--- config.mk ---
export PLATFORM = sky130hd
export DESIGN_NAME = rbks_ctrl
export DESIGN_NICKNAME = d
export VERILOG_FILES = /design/src/rtl/core/rbks_pkg.sv /design/src/rtl/core/rbks_ctrl.sv
export SDC_FILE = /design/constraint.sdc
export NUM_CORES = 1
export LEC_CHECK = 0
export ABC_AREA = 1
export BUFFER_PORTS_ARGS = -buffer_cell sky130_fd_sc_hd__buf_2
export CORE_MARGIN = 3
export CORE_UTILIZATION = 35
export CTS_BUF_LIST = sky130_fd_sc_hd__clkbuf_16
export DETAILED_ROUTE_END_ITERATION = 8
export PLACE_DENSITY_LB_ADDON = 0.1
export SLEW_MARGIN = 20
export SYNTH_ARGS = -nofsm -noshare
export SYNTH_HDL_FRONTEND = slang
export SYNTH_SLANG_ARGS = --single-unit
--- constraint.sdc ---
create_clock -name i_clk -period 2.2 [get_ports i_clk]
set_clock_uncertainty 0.05 [all_clocks]
set_input_delay 0.33 -clock i_clk [delete_from_list [all_inputs] [get_ports i_clk]]
set_output_delay 0.33 -clock i_clk [all_outputs]
set_load 0.02 [all_outputs]
--- src/rtl/core/rbks_pkg.sv ---
package rbks_pkg;

    localparam int FRAC_BITS_DEF = 16;
    localparam int DRAG_FRAC     = 8;
    localparam int TIME_FRAC     = 16;
    localparam int GRAVITY_UNITS = 30;
    localparam int SQRT_STEPS    = 32;

    // commands
    localparam logic [2:0] CMD_TICK   = 3'd0;
    localparam logic [2:0] CMD_FFORCE = 3'd1;
    localparam logic [2:0] CMD_IFORCE = 3'd2;
    localparam logic [2:0] CMD_STOPV  = 3'd3;
    localparam logic [2:0] CMD_STOPM  = 3'd4;

    // config register indexes
    localparam logic [2:0] REG_STAT  = 3'd0;
    localparam logic [2:0] REG_CHILD = 3'd1;
    localparam logic [2:0] REG_GRAV  = 3'd2;
    localparam logic [2:0] REG_HDRAG = 3'd3;
    localparam logic [2:0] REG_VDRAG = 3'd4;

    // datapath micro-ops
    localparam logic [4:0] U_NONE     = 5'd0;
    localparam logic [4:0] U_LOAD     = 5'd1;
    localparam logic [4:0] U_SQ       = 5'd2;
    localparam logic [4:0] U_SQACC    = 5'd3;
    localparam logic [4:0] U_SQRTINIT = 5'd4;
    localparam logic [4:0] U_SQRTSTEP = 5'd5;
    localparam logic [4:0] U_DIVINIT  = 5'd6;
    localparam logic [4:0] U_DIVSTEP  = 5'd7;
    localparam logic [4:0] U_DIVDONE  = 5'd8;
    localparam logic [4:0] U_FMUL     = 5'd9;
    localparam logic [4:0] U_FADDACC  = 5'd10;
    localparam logic [4:0] U_FADDVEL  = 5'd11;
    localparam logic [4:0] U_MPOS     = 5'd12;
    localparam logic [4:0] U_MMUL     = 5'd13;
    localparam logic [4:0] U_MSUB     = 5'd14;
    localparam logic [4:0] U_STOPV    = 5'd15;
    localparam logic [4:0] U_GRAV     = 5'd16;
    localparam logic [4:0] U_DMUL     = 5'd17;
    localparam logic [4:0] U_DSUB     = 5'd18;
    localparam logic [4:0] U_TV       = 5'd19;
    localparam logic [4:0] U_TVUSE    = 5'd20;
    localparam logic [4:0] U_TA2      = 5'd21;
    localparam logic [4:0] U_TA2USE   = 5'd22;
    localparam logic [4:0] U_TA       = 5'd23;
    localparam logic [4:0] U_TAUSE    = 5'd24;
    localparam logic [4:0] U_OUT      = 5'd25;

    typedef struct packed {
        logic        [2:0]  command;
        logic        [15:0] step_time;
        logic signed [31:0] vec_x;
        logic signed [31:0] vec_y;
        logic signed [31:0] vec_z;
        logic signed [31:0] force_magnitude;
    } t_in;

    typedef struct packed {
        logic signed [31:0] pos_x;
        logic signed [31:0] pos_y;
        logic signed [31:0] pos_z;
        logic signed [31:0] vel_x;
        logic signed [31:0] vel_y;
        logic signed [31:0] vel_z;
    } t_out;

    typedef struct packed {
        logic [4:0] op;
        logic [1:0] ax;
    } t_uop;

    typedef struct packed {
        logic blocked;
        logic sum_zero;
        logic out_busy;
    } t_stat;

    // scale down by 2^k, truncating toward zero
    function automatic logic signed [65:0] f_trunc(input logic signed [65:0] p,
                                                   input int unsigned k);
        logic signed [65:0] bias;
        bias = (p < 0) ? ((66'sd1 <<< k) - 66'sd1) : 66'sd0;
        return (p + bias) >>> k;
    endfunction

    function automatic logic signed [31:0] f_sat(input logic signed [67:0] s);
        if (s > 68'sd2147483647)
            return 32'sh7FFF_FFFF;
        else if (s < -68'sd2147483648)
            return 32'sh8000_0000;
        else
            return s[31:0];
    endfunction

    function automatic logic signed [32:0] f_abs(input logic signed [31:0] v);
        logic signed [32:0] w;
        w = 33'(v);
        return (w < 0) ? -w : w;
    endfunction

endpackage

--- src/rtl/core/rbks_ctrl.sv ---
module rbks_ctrl #(
    parameter int FRAC_BITS = rbks_pkg::FRAC_BITS_DEF
) (
    input  logic              i_clk,
    input  logic              i_rst_n,
    input  logic              i_valid,
    input  logic [2:0]        i_cmd,
    output logic              o_stall,
    input  rbks_pkg::t_stat   i_stat,
    output rbks_pkg::t_uop    o_uop
);
    import rbks_pkg::*;

    localparam int MAXC = (FRAC_BITS > SQRT_STEPS) ? FRAC_BITS : SQRT_STEPS;
    localparam int CW   = $clog2(MAXC + 1);

    localparam logic [3:0] S_IDLE  = 4'd0;
    localparam logic [3:0] S_SQ    = 4'd1;
    localparam logic [3:0] S_SQRTI = 4'd2;
    localparam logic [3:0] S_SQRT  = 4'd3;
    localparam logic [3:0] S_DIVI  = 4'd4;
    localparam logic [3:0] S_DIV   = 4'd5;
    localparam logic [3:0] S_DIVD  = 4'd6;
    localparam logic [3:0] S_APPLY = 4'd7;
    localparam logic [3:0] S_GRAV  = 4'd8;
    localparam logic [3:0] S_DRAG  = 4'd9;
    localparam logic [3:0] S_TICK  = 4'd10;
    localparam logic [3:0] S_OUT   = 4'd11;

    logic [3:0]    r_state, n_state;
    logic [2:0]    r_cmd, n_cmd;
    logic [1:0]    r_ax, n_ax;
    logic [2:0]    r_ph, n_ph;
    logic [CW-1:0] r_cnt, n_cnt;

    assign o_stall = (r_state != S_IDLE);

    always_ff @(posedge i_clk) begin
        if (!i_rst_n) begin
            r_state <= S_IDLE;
            r_cmd   <= CMD_TICK;
            r_ax    <= '0;
            r_ph    <= '0;
            r_cnt   <= '0;
        end else begin
            r_state <= n_state;
            r_cmd   <= n_cmd;
            r_ax    <= n_ax;
            r_ph    <= n_ph;
            r_cnt   <= n_cnt;
        end
    end

    always_comb begin
        n_state  = r_state;
        n_cmd    = r_cmd;
        n_ax     = r_ax;
        n_ph     = r_ph;
        n_cnt    = r_cnt;
        o_uop.op = U_NONE;
        o_uop.ax = r_ax;
        unique case (r_state)
            S_IDLE: begin
                n_ax = '0;
                n_ph = '0;
                if (i_valid) begin
                    o_uop.op = U_LOAD;
                    n_cmd    = i_cmd;
                    case (i_cmd)
                        CMD_TICK:   n_state = i_stat.blocked ? S_OUT : S_GRAV;
                        CMD_FFORCE,
                        CMD_IFORCE: n_state = i_stat.blocked ? S_OUT : S_SQ;
                        CMD_STOPV:  n_state = S_APPLY;
                        CMD_STOPM:  n_state = S_APPLY;
                        default:    n_state = S_OUT;
                    endcase
                end
            end
            S_SQ: begin
                o_uop.op = r_ph[0] ? U_SQACC : U_SQ;
                n_ph     = {2'b00, ~r_ph[0]};
                if (r_ph[0]) begin
                    n_ax = r_ax + 2'd1;
                    if (r_ax == 2'd2) begin
                        n_ax    = '0;
                        n_state = S_SQRTI;
                    end
                end
            end
            S_SQRTI: begin
                if (i_stat.sum_zero) begin
                    n_state = S_OUT;
                end else begin
                    o_uop.op = U_SQRTINIT;
                    n_cnt    = '0;
                    n_state  = S_SQRT;
                end
            end
            S_SQRT: begin
                o_uop.op = U_SQRTSTEP;
                n_cnt    = r_cnt + 1'b1;
                if (r_cnt == CW'(SQRT_STEPS - 1))
                    n_state = S_DIVI;
            end
            S_DIVI: begin
                o_uop.op = U_DIVINIT;
                n_cnt    = '0;
                n_state  = S_DIV;
            end
            S_DIV: begin
                o_uop.op = U_DIVSTEP;
                n_cnt    = r_cnt + 1'b1;
                if (r_cnt == CW'(FRAC_BITS - 1))
                    n_state = S_DIVD;
            end
            S_DIVD: begin
                o_uop.op = U_DIVDONE;
                n_ax     = r_ax + 2'd1;
                n_state  = S_DIVI;
                if (r_ax == 2'd2) begin
                    n_ax    = '0;
                    n_ph    = '0;
                    n_state = S_APPLY;
                end
            end
            S_APPLY: begin
                // stop momentum: position first, then normalise, then push velocity
                case (r_cmd)
                    CMD_STOPV: begin
                        o_uop.op = U_STOPV;
                        n_state  = S_OUT;
                    end
                    CMD_STOPM: begin
                        if (r_ph == 3'd0) begin
                            o_uop.op = U_MPOS;
                            n_ph     = 3'd2;
                            n_state  = S_SQ;
                        end else begin
                            o_uop.op = r_ph[0] ? U_MSUB : U_MMUL;
                        end
                    end
                    default: begin
                        o_uop.op = r_ph[0] ? ((r_cmd == CMD_FFORCE) ? U_FADDACC : U_FADDVEL)
                                           : U_FMUL;
                    end
                endcase
                if (r_cmd != CMD_STOPV && !(r_cmd == CMD_STOPM && r_ph == 3'd0)) begin
                    // bit 1 marks a momentum push already normalised
                    n_ph = {1'b0, r_ph[1], ~r_ph[0]};
                    if (r_ph[0]) begin
                        n_ax = r_ax + 2'd1;
                        if (r_ax == 2'd2)
                            n_state = S_OUT;
                    end
                end
            end
            S_GRAV: begin
                o_uop.op = U_GRAV;
                n_ph     = '0;
                n_state  = S_DRAG;
            end
            S_DRAG: begin
                o_uop.op = r_ph[0] ? U_DSUB : U_DMUL;
                n_ph     = {2'b00, ~r_ph[0]};
                if (r_ph[0]) begin
                    n_ax = r_ax + 2'd1;
                    if (r_ax == 2'd2) begin
                        n_ax    = '0;
                        n_ph    = '0;
                        n_state = S_TICK;
                    end
                end
            end
            S_TICK: begin
                case (r_ph)
                    3'd0:    o_uop.op = U_TV;
                    3'd1:    o_uop.op = U_TVUSE;
                    3'd2:    o_uop.op = U_TA2;
                    3'd3:    o_uop.op = U_TA2USE;
                    3'd4:    o_uop.op = U_TA;
                    default: o_uop.op = U_TAUSE;
                endcase
                n_ph = r_ph + 3'd1;
                if (r_ph == 3'd5) begin
                    n_ph = '0;
                    n_ax = r_ax + 2'd1;
                    if (r_ax == 2'd2)
                        n_state = S_OUT;
                end
            end
            S_OUT: begin
                if (!i_stat.out_busy) begin
                    o_uop.op = U_OUT;
                    n_state  = S_IDLE;
                end
            end
            default: n_state = S_IDLE;
        endcase
        // after the momentum position move, the phase marker returns to zero on the square loop
        if (r_state == S_APPLY && r_cmd == CMD_STOPM && r_ph == 3'd0)
            n_ph = '0;
        if (r_state == S_DIVD && r_ax == 2'd2)
            n_ph = (r_cmd == CMD_STOPM) ? 3'd2 : 3'd0;
    end

endmodule

Word-level counts from Yosys, hierarchy flattened
Cells that the tools add are included.
{ "word_totals": {"reg_bits": 18, "latchBits": 0, "ramBits": 0, "rom_bits": 0, "input_bits": 9, "output_inout_bits": 8, "elab_cells": 133, "memories": 0} }
{ "classes": {"n_addsub": 3, "multipliers": 0, "div_mod_pow": 0, "magnitude_cmp": 0, "eq_ne": 47, "shift": 0, "mux": 52, "n_bitwise": 1, "reduce_logical": 24} }
{ "op_table": {"columns": ["cell", "n"], "rows": [
  ["$mux 4", 16],
  ["$pmux 5 s12", 1],
  ["$pmux 4 s12", 1],
  ["$ne 2x2->1 const B", 13],
  ["$mux 2", 12],
  ["$mux 3", 8],
  ["$pmux 4 s5", 1],
  ["$pmux 3 s6", 1],
  ["$pmux 6 s3", 1],
  ["$eq 4x3->1 const B", 4],
  ["$eq 4x4->1 const B", 4],
  ["$eq 3x2->1 const B", 5],
  ["$eq 3x3->1 const B", 4],
  ["$pmux 4 s3", 1],
  ["$pmux 2 s5", 1],
  ["$reduce_and 10->1", 1],
  ["$reduce_and 5->1", 2],
  ["$reduce_or 2->1", 5],
  ["$eq 3x1->1 const B", 3],
  ["$eq 4x2->1 const B", 2],
  ["$ne 4x2->1 const B", 2],
  ["$pmux 4 s2", 1],
  ["$reduce_bool 8->1", 1],
  ["$add 6x1->6 const B", 1],
  ["26 further kinds", 36]
]} }

Depth between registers and ports, before layout
Gate-level depths: netlist (run 1).
{ "logic_depth": {"word_depth": 8, "mapped_depth": 12, "mapped_depth_nobuf": 11} }

Least setup slack after synthesis (run 1)
No wires, ideal clock.
{ "synth_timing": {"path_kind": "register -> output", "from": "reg r_state[3]", "to": "out o_uop[4] (netlist bit)", "arrival_time_ns": 1.638, "required_time_ns": 1.820, "setup_slack_ns": 0.182, "path_stages_with_launch": 5, "path_buffers": 0, "cell_sequence": "dfxtp_1 inv_2 nor2_2 nand2_2 o311ai_0"} }
{ "synth_rtl": {"columns": ["element", "line", "rtl"], "rows": [
  ["start: declaration", "rbks_ctrl.sv:30", "logic [3:0] r_state, n_state;"],
  ["start signal: assignment", "rbks_ctrl.sv:46", "r_state <= n_state;"],
  ["end: declaration", "rbks_ctrl.sv:10", "output rbks_pkg::t_uop o_uop"]
]} }

==> run_results.csv, run 1 <==
group,metric,value,unit
status,status,"complete, no violations",
final_layout,nets,312,
setup_path,crit_path_start,"r_state[1]",
routing,drt_iter0_markers,170,
power,power_frac_comb,60.8,%
timing,tns,0,ns
global_route,groute.usage.overall,18.9,%
floorplan,initial_core_util,37.5,%
synthesis,synth-seq-cells,18,
synthesis,synth.avg_cell_area,5.59,µm²
floorplan,rows,23,
floorplan,num_io_pins,17,
clock_network,cts_tree,"built",
clock_network,cts_resized,3,
timing,fin_ws,0.171,ns
timing,drv_slew,0,
power,p_leak,0.951,nW
power,power.share.clock,16.8,%
setup_path,ff2ff_path_depth,8,
routing,vias,1761,
worst_hold_path,min_to,"r_cmd[1]",
clock_network,cts_buffers,3,
global_route,grt_pass1_vias,1657,
synthesis,synth_area_leaders,"dfxtp_1, nand2_1, inv_1, nand3_1, nor2_1",
worst_hold_path,whs_path_depth,3,
timing,tightest_slew,0.329,ns
routing,drt-pass1-iter-count,4,
final_layout,area_growth,16.7,%
routing,viasPerCell,5.06,
worst_hold_path,worstHoldPathType,"primary input to flop",
timing,setup_violations,0,
synthesis,synth_top_area_share,23.2,%
floorplan,die_w,72.7,µm
synthesis,synth_nets,291,
final_layout,drive_gt1_share,18.1,%
setup_path,rr_startpoint,"r_state[2]",
synthesis,synth_cells,278,
placement,dp_hpwl,3590,µm
setup_path,r2r_setup_slack,0.57,ns
synthesis,yosys_warnings,0,
timing,finalCritPeriodShare,92.2,%
power,internal_power,1.11,mW
power,power_frac_seq,22.3,%
floorplan,die_h,72.7,µm
final_layout,antenna_cells,0,
setup_path,crit_path_start_kind,"flop",
power,vdd_ir_drop_max,0.000548,V
floorplan,core-area,4140,µm²
placement,place.port_buffers,16,
global_route,antenna_found_initial,0,
synthesis,synth_top_area_cell,"dfxtp_1",
final_layout,postLayoutCoreUtil,43.8,%
power,swShare,51.5,%
clock_network,cts.clk_slew.worst_paths,0.06,ns
setup_path,worst_ep_required_time,1.82,ns
timing,max_freq,493,MHz
setup_path,crit_fanout,8,
clock_network,hold_buffers,0,
global_route,grt_max_degree,11,
routing,wl,4470,µm
timing,slew_headroom,77.9,%
global_route,grt_overflow_total,0,
routing,post-route-drc-count,0,
setup_path,arrival,1.65,ns
timing,rsz0062_at_grt,"no",
routing,wl_per_cell,12.8,µm
timing,finalHoldViolCount,0,
job,maxCapViolCount,0,
clock_network,cts_setup_buffers,0,
placement,gp_congestion,0.891,
setup_path,r2r-end,"r_state[1]",
clock_network,clk_latency,0.25,ns
setup_path,worstSetupEndpointType,"output port",
synthesis,syn-cell-area,1560,µm²
power,p_per_area,1260,nW/µm²
routing,ant_nets,0,
clock_network,cts_root_buffer,"clkbuf_16",
global_route,grt_pass1_wl,7870,µm
placement,place_ws,0.248,ns
synthesis,ys_seq_area_share,23.2,%
floorplan,dieArea,5280,µm²
clock_network,cts_num_sinks,18,
worst_hold_path,hp-start,"i_cmd[1]",
timing,post-route-min-period,2.03,ns
power,p_sw,1.18,mW
clock_network,clk_path_buf_depth,2,
setup_path,worstSetupPathType,"flop to output port",
synthesis,synth_cell_types,23,
clock_network,h-tree-depth,1,
layout by cell type, fill, tap and decap left out, drive strengths merged:
master,count
clkbuf,3
xor2,1
buf,18
o21ai,20
clkinv,1
o311ai,1
nor2,38
inv,41
nand3b,4
nand4,2
nor3,8
ha,4
a31o,1
dfxtp,18
a21oi,18
nand3,24
nand2,96
synthesized netlist by cell type:
cell type,count
a21oi_1,18
a31o_2,1
buf_2,1
clkbuf_1,1
dfxtp_1,18
ha_1,4
inv_1,36
inv_2,5
nand2_1,90
nand2_2,6
nand3_1,24
nand3b_1,3
nand3b_4,1
nand4_1,2
nor2_1,29
nor2_2,8
nor2_4,1
nor3_1,7
nor3_2,1
o21ai_0,19
o21ai_1,1
o311ai_0,1
xor2_1,1
how the worst max path moves through the flow:
stage / end / slack [ns] / depth (start not counted)
6_report: o_uop[4] / 0.17 / 7
2_1_floorplan: o_uop[4] / 0.18 / 4
5_1_grt: o_uop[2] / 0.007 / 8
3_5_place_dp: o_uop[2] / 0.25 / 8
3_3_place_gp: o_uop[2] / 0.22 / 8
4_1_cts: o_uop[2] / 0.005 / 8
metal layers:
layer	wire, µm	vias up	global-route usage, %
met4	52	0	5.33
li1	-	924	-
met2	1910	54	28.1
met5	0	-	0
met1	2140	777	27.3
met3	366	6	3.99
cell families after synthesis:
kind of cell / after synthesis / share of synthesized area, %
AO/OA/AOI/OAI: 40 / 13.4
buffers and inverters: 43 / 10.5
flip-flops: 18 / 23.2
AND/OR/NAND/NOR: 172 / 49.2
XOR/XNOR: 1 / 0.563
adder cells (fa/ha/maj): 4 / 3.22
flip-flops by register name (all words and copies together), names as in the netlist:
signal   flops
r_ax         2
r_ph         3
r_cnt        6
r_cmd        3
r_state      4
power groups by stage:
| stage | combinational (mW) | sequential (mW) | clock (mW) |
|---|---|---|---|
| global placement | 1.37 | 0.499 | 0 |
| global route | 1.59 | 0.522 | 0.404 |
| CTS | 1.35 | 0.497 | 0.387 |
| floorplan | 0.996 | 0.493 | 0 |
| detailed placement | 1.34 | 0.499 | 0 |
| finish | 1.39 | 0.511 | 0.385 |
metrics by stage:
stage | hold WS, ns | instances | instance area, µm² | total power, mW
after detailed placement | 0.412 | 344 | 1700 | 1.84
after floorplan | 0.394 | 278 | 1560 | 1.49
after global routing | 0.383 | 348 | 1810 | 2.52
after CTS | 0.347 | 348 | 1790 | 2.24
after global placement | 0.416 | 344 | 1700 | 1.87
final | 0.342 | 348 | 1810 | 2.29
final cells by class:
type | count | area (µm²)
Clock inverter | 1 | 3.75
Clock buffer | 3 | 75.1
Tap cell | 50 | 62.6
Sequential cell | 18 | 365
Timing Repair Buffer | 18 | 95.1
Fill cell | 462 | 2330
Multi-Input combinational cell | 217 | 1060
Inverter | 41 | 154
critical path, stage by stage, from the launching register on:
cell and delay, ns:
dfxtp_2 0.41, inv_1 0.10, nor2_1 0.18, nand2_1 0.17, nor2_2 0.16, nor2_4 0.07
o311ai_1 0.08, buf_2 0.22
Note: power is estimated with default switching activity, not from simulation.
==> run 2, diff against run 1 <==
==> constraint.sdc (replaced) <==
create_clock -name i_clk -period 2.2 [get_ports i_clk]
set_clock_uncertainty 0.05 [all_clocks]
set_input_delay 0.22 -clock i_clk [delete_from_list [all_inputs] [get_ports i_clk]]
set_output_delay 0.22 -clock i_clk [all_outputs]
set_load 0.02 [all_outputs]
==> run 2 against run 1 <==
  * Design area is 1.7% lower
  * Count of clock-buffer cells in the layout stayed put
  * First-iteration DRC count is 10% lower
  * Global-route usage is 0.15 points higher
  * Highest routed layer unchanged
  * Sequential share of layout area is 0.35 points higher
  * Sequential power hardly changed
  * Core utilization is 0.75 points lower
  * Wire length is 1.3% higher
  * Total power is 2.1% lower
  * Worst hold slack worse by 0.11 ns
  * Largest power group unchanged
==> run_results.csv, run 2 (synthesis gave the netlist of run 1 again) <==
group,metric,value,unit
worst_hold_path,worstHoldPathType,"primary input to flop",
power,power.share.clock,17.4,%
timing,slew_headroom,74.5,%
global_route,grt_overflow_total,0,
setup_path,r2r_setup_slack,0.59,ns
final_layout,design_area,1780,µm²
power,internal_power,1.08,mW
power,p_per_area,1260,nW/µm²
clock_network,clk_path_buf_depth,2,
timing,whs,0.237,ns
clock_network,cts_tree,"built",
placement,place.port_buffers,16,
routing,post-route-drc-count,0,
power,power_frac_comb,60.0,%
final_layout,area_growth,14.6,%
setup_path,crit_fanout,8,
power,p_sw,1.16,mW
placement,dp_hpwl,3640,µm
timing,post-route-min-period,2.04,ns
floorplan,dieArea,5280,µm²
floorplan,die_h,72.7,µm
timing,tightest_slew,0.380,ns
setup_path,worst_ep_required_time,1.93,ns
final_layout,reg.largest.list,"r_cnt: 6 flops, r_state: 4 flops",
global_route,antenna_found_initial,0,
job,maxCapViolCount,0,
setup_path,arrival,1.77,ns
routing,wl,4530,µm
status,status,"complete, no violations",
routing,vias,1737,
global_route,grt_max_degree,11,
setup_path,r2r-end,"r_state[0]",
timing,rsz0062_at_grt,"no",
floorplan,die_w,72.7,µm
final_layout,mostFrequentLayoutCells,"nand2_1, inv_1, nor2_1",
clock_network,cts_num_sinks,18,
setup_path,rr_startpoint,"r_state[2]",
power,swShare,51.6,%
final_layout,final_common_cell,"nand2_1",
setup_path,ff2ff_path_depth,8,
routing,viasPerCell,5.01,
floorplan,core-area,4140,µm²
clock_network,clk_latency,0.26,ns
setup_path,worstSetupPathType,"flop to output port",
clock_network,cts_setup_buffers,0,
final_layout,top_register,"r_cnt",
placement,post-place-cells,343,
setup_path,crit_path_end,"o_uop[2]",
setup_path,worstSetupEndpointType,"output port",
power,power_frac_seq,22.7,%
power,finalPower,2.24,mW
timing,finalCritPeriodShare,92.8,%
routing,drt_iter0_markers,153,
floorplan,initial_core_util,37.5,%
placement,placed_cell_area,1700,µm²
final_layout,largest_register_ffs,6,
global_route,grt_pass1_wl,7920,µm
floorplan,rows,23,
final_layout,postLayoutCoreUtil,43.0,%
clock_network,cts.clk_slew.worst_paths,0.06,ns
timing,setup_violations,0,
setup_path,crit_path_start_kind,"flop",
clock_network,h-tree-depth,1,
setup_path,crit_path_start,"r_state[1]",
global_route,grt_pass1_vias,1610,
timing,tns,0,ns
floorplan,num_io_pins,17,
timing,drv_slew,0,
timing,max_freq,490,MHz
final_layout,drive_gt1_share,16.2,%
final_layout,antenna_cells,0,
power,p_leak,0.943,nW
placement,gp_congestion,0.918,
power,vdd_ir_drop_max,0.000696,V
clock_network,cts_buffers,3,
global_route,groute.usage.overall,19.0,%
final_layout,nets,311,
routing,ant_nets,0,
placement,place_ws,0.329,ns
routing,drt-pass1-iter-count,4,
timing,finalHoldViolCount,0,
clock_network,cts_root_buffer,"clkbuf_16",
routing,wl_per_cell,13.0,µm
worst_hold_path,hp-start,"i_cmd[1]",
final_layout,instances_no_fill,347,
timing,fin_ws,0.159,ns
## run 2: cell count changes in the layout (fill, tap and decap cells not counted), sizes merged
| cell | delta |
|---|---|
| buf | -1 |
## run 2: worst min path at each step
| stage | to | slack, ns | cells past startpoint |
|---|---|---|---|
| finish | r_cmd[1] | 0.24 | 3 |
| CTS | r_cmd[1] | 0.24 | 3 |
| floorplan | r_cmd[0] | 0.36 | 2 |
| global placement | r_cnt[5] | 0.43 | 2 |
| global route | r_ax[1] | 0.26 | 3 |
| detailed placement | r_cnt[5] | 0.41 | 2 |
## run 2: per-layer routing
| metal | global-route usage, % | wire [µm] | vias to the layer above | share of wire [%] |
|---|---|---|---|---|
| li1 | - | - | 924 | - |
| met1 | 28.9 | 2400 | 771 | 53 |
| met2 | 27.2 | 1890 | 37 | 42 |
| met3 | 4.41 | 208 | 5 | 4.6 |
| met4 | 3.69 | 27 | 0 | 0.60 |
| met5 | 0 | 0 | - | 0 |
## run 2: critical path, cell delays in order (launching register included)
cell and delay [ns]:
dfxtp_2 0.36, nor2_1 0.27, nand2_1 0.22, inv_1 0.15
nand2_2 0.11, o21ai_0 0.09, nor3_1 0.06, nand3_1 0.09
buf_2 0.16
## run 2: power by group through the flow
stage,registers [mW],clock network [mW],logic (mW)
floorplan,0.493,0,0.996
global placement,0.508,0,1.36
detailed placement,0.504,0,1.33
CTS,0.497,0.397,1.34
global route,0.519,0.412,1.55
finish,0.508,0.389,1.34
## run 2: final cells by class
cell class | count | area, µm²
fillers | 488 | 2360
inverters | 41 | 154
flip-flops and latches | 18 | 365
clock inverters | 1 | 3.75
repair buffers | 17 | 87.6
clock buffers | 3 | 75.1
well taps | 50 | 62.6
multi-input cells | 217 | 1030
## run 2: repair_timing
| action | CTS | global route |
|---|---|---|
| endpoints found under the hold margin | 0 | 0 |
| gates resized for setup | 0 | 5 |
| hold buffers | 0 | 0 |
| setup endpoints to repair | 0 | 1 |
